### src/hw/rtl/kdpr_pkg.sv
// ----------------------------------------------------------------------------
// Keyboard and display port package
// Shared types and constants for the keyboard and display port registers.
// ----------------------------------------------------------------------------
`default_nettype none

package kdpr_pkg;

  // Item function codes.
  typedef enum logic [1:0] {
    FUNC_BUS_READ   = 2'd0,
    FUNC_BUS_WRITE  = 2'd1,
    FUNC_KEY_OFFER  = 2'd2,
    FUNC_DISP_POLL  = 2'd3
  } func_t;

  // Register selects within the four-byte window.
  typedef enum logic [1:0] {
    REG_KEY_CLEAR   = 2'd0,
    REG_KEY_PEEK    = 2'd1,
    REG_DISPLAY     = 2'd2,
    REG_UNUSED      = 2'd3
  } reg_sel_t;

  localparam logic [15:0] REG_ADDR_MASK = 16'hFFFC;
  localparam logic [7:0]  NEW_FLAG      = 8'h80;
  localparam logic [7:0]  LOW7_MASK     = 8'h7F;
  localparam logic [15:0] BASE_RESET    = 16'hD010;

  // One result word.
  typedef struct packed {
    logic [7:0] read_data;
    logic       drive_bus;
    logic       key_accepted;
    logic       char_valid;
    logic [6:0] char_out;
  } result_t;

endpackage : kdpr_pkg

`default_nettype wire

### src/hw/rtl/keyboard_display_port_registers.sv
// ----------------------------------------------------------------------------
// Keyboard and display port registers
// Three byte-wide registers in a four-byte window on a processor bus, with key and display latches.
// ----------------------------------------------------------------------------
// Usage notes.
// Input words arrive on in_valid / in_stall with the fields func, bus_address,
// write_data and key_code. A word is taken at a rising edge where in_valid is
// high and in_stall is low. Each input word yields exactly one result word on
// out_valid / out_stall, carrying read_data, drive_bus, key_accepted,
// char_valid and char_out.
// The datapath is an input register followed by a result register, with the
// decode and latch update done in one short combinational pass between them.
// A result is therefore registered as its word leaves the input register, and a
// new word can be accepted every cycle, so the sustained rate is one word per
// clock while the receiver keeps out_stall low.
// The key and display latches are updated as a word moves from the input
// register into the result register, so each word sees the effect of all
// earlier words in order.
// When the receiver stalls, the result register holds its word; the input
// register may still take one more word, after which in_stall rises until the
// result register frees up.
// A synchronous reset empties both stages, clears both latches and loads the
// base address with its reset value. The base address is written through
// cfg_write_enable / cfg_write_data and should only be changed while idle.
// ----------------------------------------------------------------------------
`default_nettype none

module keyboard_display_port_registers
  import kdpr_pkg::*;
(
  input  wire logic        clk,
  input  wire logic        rst,
  // Configuration
  input  wire logic        cfg_write_enable,
  input  wire logic [15:0] cfg_write_data,
  // Input channel
  input  wire logic        in_valid,
  output logic             in_stall,
  input  wire logic [1:0]  func,
  input  wire logic [15:0] bus_address,
  input  wire logic [7:0]  write_data,
  input  wire logic [7:0]  key_code,
  // Output channel
  output logic             out_valid,
  input  wire logic        out_stall,
  output logic [7:0]       read_data,
  output logic             drive_bus,
  output logic             key_accepted,
  output logic             char_valid,
  output logic [6:0]       char_out
);

  // Configuration register.
  logic [15:0] base_address;

  // Input register.
  logic        in_reg_valid;
  func_t       in_reg_func;
  logic [15:0] in_reg_address;
  logic [7:0]  in_reg_write_data;
  logic [7:0]  in_reg_key_code;

  // Latches.
  logic [7:0]  key_latch;
  logic [7:0]  key_latch_next;
  logic [7:0]  display_latch;
  logic [7:0]  display_latch_next;

  // Result register.
  result_t     result;
  result_t     result_next;

  logic        advance;
  logic        in_accept;
  logic        hit;
  reg_sel_t    reg_sel;

  // The result register can take a new word whenever it is empty or being
  // drained this cycle.
  assign advance   = !out_valid || !out_stall;
  assign in_stall  = in_reg_valid && !advance;
  assign in_accept = in_valid && !in_stall;

  assign hit     = (in_reg_address & REG_ADDR_MASK) == (base_address & REG_ADDR_MASK);
  assign reg_sel = reg_sel_t'(in_reg_address[1:0]);

  always_comb begin
    key_latch_next     = key_latch;
    display_latch_next = display_latch;
    result_next        = '0;
    case (in_reg_func)
      FUNC_BUS_READ: begin
        if (hit) begin
          case (reg_sel)
            REG_KEY_CLEAR: begin
              result_next.read_data = key_latch | NEW_FLAG;
              result_next.drive_bus = 1'b1;
              key_latch_next        = key_latch & LOW7_MASK;
            end
            REG_KEY_PEEK: begin
              result_next.read_data = key_latch;
              result_next.drive_bus = 1'b1;
            end
            REG_DISPLAY: begin
              result_next.read_data = display_latch;
              result_next.drive_bus = 1'b1;
            end
            default: begin
            end
          endcase
        end
      end
      FUNC_BUS_WRITE: begin
        if (hit && reg_sel == REG_DISPLAY) begin
          display_latch_next = in_reg_write_data | NEW_FLAG;
        end
      end
      FUNC_KEY_OFFER: begin
        if (!key_latch[7]) begin
          key_latch_next           = in_reg_key_code | NEW_FLAG;
          result_next.key_accepted = 1'b1;
        end
      end
      default: begin
        // Display poll.
        if (display_latch[7]) begin
          result_next.char_valid = 1'b1;
          result_next.char_out   = display_latch[6:0];
          display_latch_next     = display_latch & LOW7_MASK;
        end
      end
    endcase
  end

  // Control state and latches.
  always_ff @(posedge clk) begin
    if (rst) begin
      base_address  <= BASE_RESET;
      in_reg_valid  <= 1'b0;
      out_valid     <= 1'b0;
      key_latch     <= '0;
      display_latch <= '0;
    end else begin
      if (cfg_write_enable) begin
        base_address <= cfg_write_data;
      end
      if (advance) begin
        out_valid <= in_reg_valid;
        if (in_reg_valid) begin
          key_latch     <= key_latch_next;
          display_latch <= display_latch_next;
        end
      end
      if (in_accept) begin
        in_reg_valid <= 1'b1;
      end else if (advance) begin
        in_reg_valid <= 1'b0;
      end
    end
  end

  // Payload registers.
  always_ff @(posedge clk) begin
    if (in_accept) begin
      in_reg_func       <= func_t'(func);
      in_reg_address    <= bus_address;
      in_reg_write_data <= write_data;
      in_reg_key_code   <= key_code;
    end
    if (advance && in_reg_valid) begin
      result <= result_next;
    end
  end

  assign read_data    = result.read_data;
  assign drive_bus    = result.drive_bus;
  assign key_accepted = result.key_accepted;
  assign char_valid   = result.char_valid;
  assign char_out     = result.char_out;

endmodule : keyboard_display_port_registers

`default_nettype wire

### config.mk
export PLATFORM = sky130hd
export DESIGN_NAME = keyboard_display_port_registers
export DESIGN_NICKNAME = d
export VERILOG_FILES = /design/src/hw/rtl/kdpr_pkg.sv /design/src/hw/rtl/keyboard_display_port_registers.sv
export SDC_FILE = /design/constraint.sdc
export NUM_CORES = 1
export LEC_CHECK = 0
export ABC_CLOCK_PERIOD_IN_PS = 3800
export BUFFER_PORTS_ARGS = -buffer_cell sky130_fd_sc_hd__clkbuf_2
export CAP_MARGIN = 10
export CORE_ASPECT_RATIO = 0.8
export CORE_MARGIN = 4
export CORE_UTILIZATION = 48
export CTS_BUF_LIST = sky130_fd_sc_hd__clkbuf_8
export DETAILED_ROUTE_END_ITERATION = 10
export PLACE_DENSITY = 0.73
export SETUP_SLACK_MARGIN = 0.1
export SYNTH_ARGS = -nofsm -noshare
export SYNTH_HDL_FRONTEND = slang
export SYNTH_SLANG_ARGS = --single-unit
### constraint.sdc
create_clock -name clk -period 3.8 [get_ports clk]
set_input_delay 0.19 -clock clk [delete_from_list [all_inputs] [get_ports clk]]
set_output_delay 0.19 -clock clk [all_outputs]
set_load 0.01 [all_outputs]
==> impl_metrics.ini <==
[power_and_ir_drop]
clkPwrFrac_pct = 36.1
net-switching-power_mw = 0.360
switching_share_pct = 20.3
seqPwrFrac_pct = 56.9
finalPower_mw = 1.77
irDropWorstVdd_mv = 0.298
power_frac_comb_pct = 7.0
power.leakage_nw = 1.65
power.internal_mw = 1.41
power_density_mw_per_mm2 = 447

[logic_synthesis]
synth_commonest_cells = 50 x edfxtp_1, 32 x dfxtp_1, 24 x mux2i_1
synth_top_area_share_pct = 48.1
synth.most_common_cell = edfxtp_1
synth.distinct_cells = 24
ys_ff_latch = 82
syn_nets = 284
syn_area_sq_mm = 0.00312
synth_area_leaders = edfxtp_1 48%, dfxtp_1 21%, mux2i_1 7.7%
postSynthCellCount = 229
yosys.area.top_type = edfxtp_1
ys_warn_count = 0
syn_avg_cell_area_sq_um = 13.6
synth-edff-count = 50
ys.flop_type = edfxtp_1
async_flop_share_pct = 0
seq_area_frac_synth_pct = 68.7

[die]
core_sq_mm = 0.00610
num_rows = 25
die_w_um = 98.1
die-area_sq_mm = 0.00786
ioPinCount = 75
initial_utilization_pct = 51.1
die_h_um = 80.1

[global_route]
grt_usage_pct = 16.3
gr-usage-met3_pct = 7.38
use_met2_pct = 24.7
grt_max_degree = 40
antenna_found_initial = 0
grt.overflow.total = 0
busiest_layer = met2
grt_pass1_vias = 2015
grt_pass1_wl_um = 9510
use_met1_pct = 20.4

[clock_tree]
cts_sinks = 82
htreeDepth = 3
cts_inserted_buffers = 9
cts_tree = done
post_cts_buffers = 0
clkTransAtPathRegs_ps = 80
clock_latency_ps = 350
clockBufferDepth = 2
root_buffer = clkbuf_8

[routing]
vias = 1983
detail_route.iter0.violations = 59
drt-total-wl_um = 5890
dr.pass1.iters = 4
drt-wirelength-per-cell_um = 14.5
ant_nets = 0
drt_drc_violations_left = 0
detail_route.vias_per_cell = 4.87

[finish]
seqCellArea_sq_mm = 0.00214
fin_area_sq_mm = 0.00396
n_fill_cell = 469
multi_input_area_sq_um = 928
drive_above_1_share_pct = 26.1
fin_util_pct = 64.9
diodes = 0
fin_cells = 407
finalNetCount = 376
syn_to_final_growth_pct = 27.0

[setup_path]
crit_required_ps = 4080
cp.arrival_ps = 2470
critPathMaxFanout = 8
critPathKind = reg2reg
cp-end-kind = flop
start_kind = flop

[sta]
skew_ps = 10.9
timing.final.max_slew_violations = 0
relSlewSlack_pct = 39.1
fin_ws_ps = 1610
fin_crit_ps = 2190
setup_viol = 0
holdWs_ps = 27.1
rsz0062_at_grt = no
fin_setup_tns_ps = 0
hold_viol = 0
tightest_slew_ps = 912
max_freq_mhz = 457
min_period_over_period_pct = 57.5

[placed_design]
place_area_sq_mm = 0.00354
place_congestion = 0.760
dp_cells = 369
io_buffer_count = 70
pre_cts_ws_ps = 1590
post-dp-hpwl_um = 3900

[job]
maxCapViolations = 0

[hold_path]
min_path_type = in2reg

[status]
outcome = complete, no violations
==> critical path, cell delays in order (launching register included) <==
cell      delay (ps)
edfxtp_1         390
xor2_1           160
nor4_1           400
nand4_1          250
nor4_4           660
mux2i_1          260
==> worst paths after layout <==
path / slack [ps] / start / endpoint / cells after the start
setup reg to reg: 1610 / in_reg_address[4] / display_latch[4] / 5
hold / removal: 30 / bus_address[14] / in_reg_address[14] / 1
hold reg to reg: 490 / in_reg_key_code[1] / key_latch[1] / 2
setup / recovery: 1610 / in_reg_address[4] / display_latch[4] / 5
==> cells in the final DEF, fill, tap and decap left out, drive strengths merged, types with 4 or more instances in the layout <==
| cell | count |
|---|---|
| edfxtp | 50 |
| nand2 | 4 |
| a21oi | 9 |
| dlygate4sd3 | 22 |
| nand3b | 7 |
| a211o | 4 |
| inv | 7 |
| and2 | 7 |
| nor2b | 5 |
| dfxtp | 32 |
| clkbuf | 79 |
| mux2i | 24 |
| nor4 | 4 |
| nand2b | 23 |
| xor2 | 14 |
| nor2 | 21 |
==> flip-flops by register name (all words and copies together) (netlist names) <==
| register | flops |
|---|---|
| base_address | 14 |
| char_out | 7 |
| char_valid | 1 |
| display_latch | 8 |
| drive_bus | 1 |
| in_reg_address | 16 |
| in_reg_func | 2 |
| in_reg_key_code | 7 |
| in_reg_valid | 1 |
| in_reg_write_data | 7 |
| key_accepted | 1 |
| key_latch | 8 |
| out_valid | 1 |
| read_data | 8 |
==> timing repair <==
| action | CTS | global route |
|---|---|---|
| hold endpoints to repair | 5 | 17 |
| hold buffers | 5 | 17 |
| resized for setup | 0 | 0 |
==> routing by layer <==
metal,vias up,wire [um]
met3,7,415
met2,61,2780
met5,-,0
li1,990,-
met1,925,2610
met4,0,75
==> cells by family (layout without fill, tap and decap cells) <==
group	Yosys count	count (layout)	share of synthesized area [%]
buffers and inverters	15	112	1.80
AND/OR/NAND/NOR	76	76	14.0
AO/OA/AOI/OAI	18	18	3.93
flip-flops	82	82	68.7
XOR/XNOR	14	14	3.93
multiplexers	24	24	7.70
==> area by class of cell <==
type / instances / area share (%)
flip-flops and latches: 82 / 54.1
multi-input cells: 132 / 23.4
repair buffers: 92 / 14.4
clock buffers: 9 / 3.13
well taps: 81 / 2.56
clock inverters: 7 / 2.02
inverters: 4 / 0.379
==> power groups by stage <==
| stage | Sequential, mW | Clock, mW | Combinational [mW] |
|---|---|---|---|
| global route | 1.01 | 0.715 | 0.138 |
| finish | 1.01 | 0.639 | 0.124 |
| CTS | 1.01 | 0.660 | 0.112 |
| floorplan | 1.02 | 0 | 0.0592 |
| global placement | 1.03 | 0 | 0.105 |
| detailed placement | 1.03 | 0 | 0.107 |
Note: power is estimated with default switching activity, not from simulation.
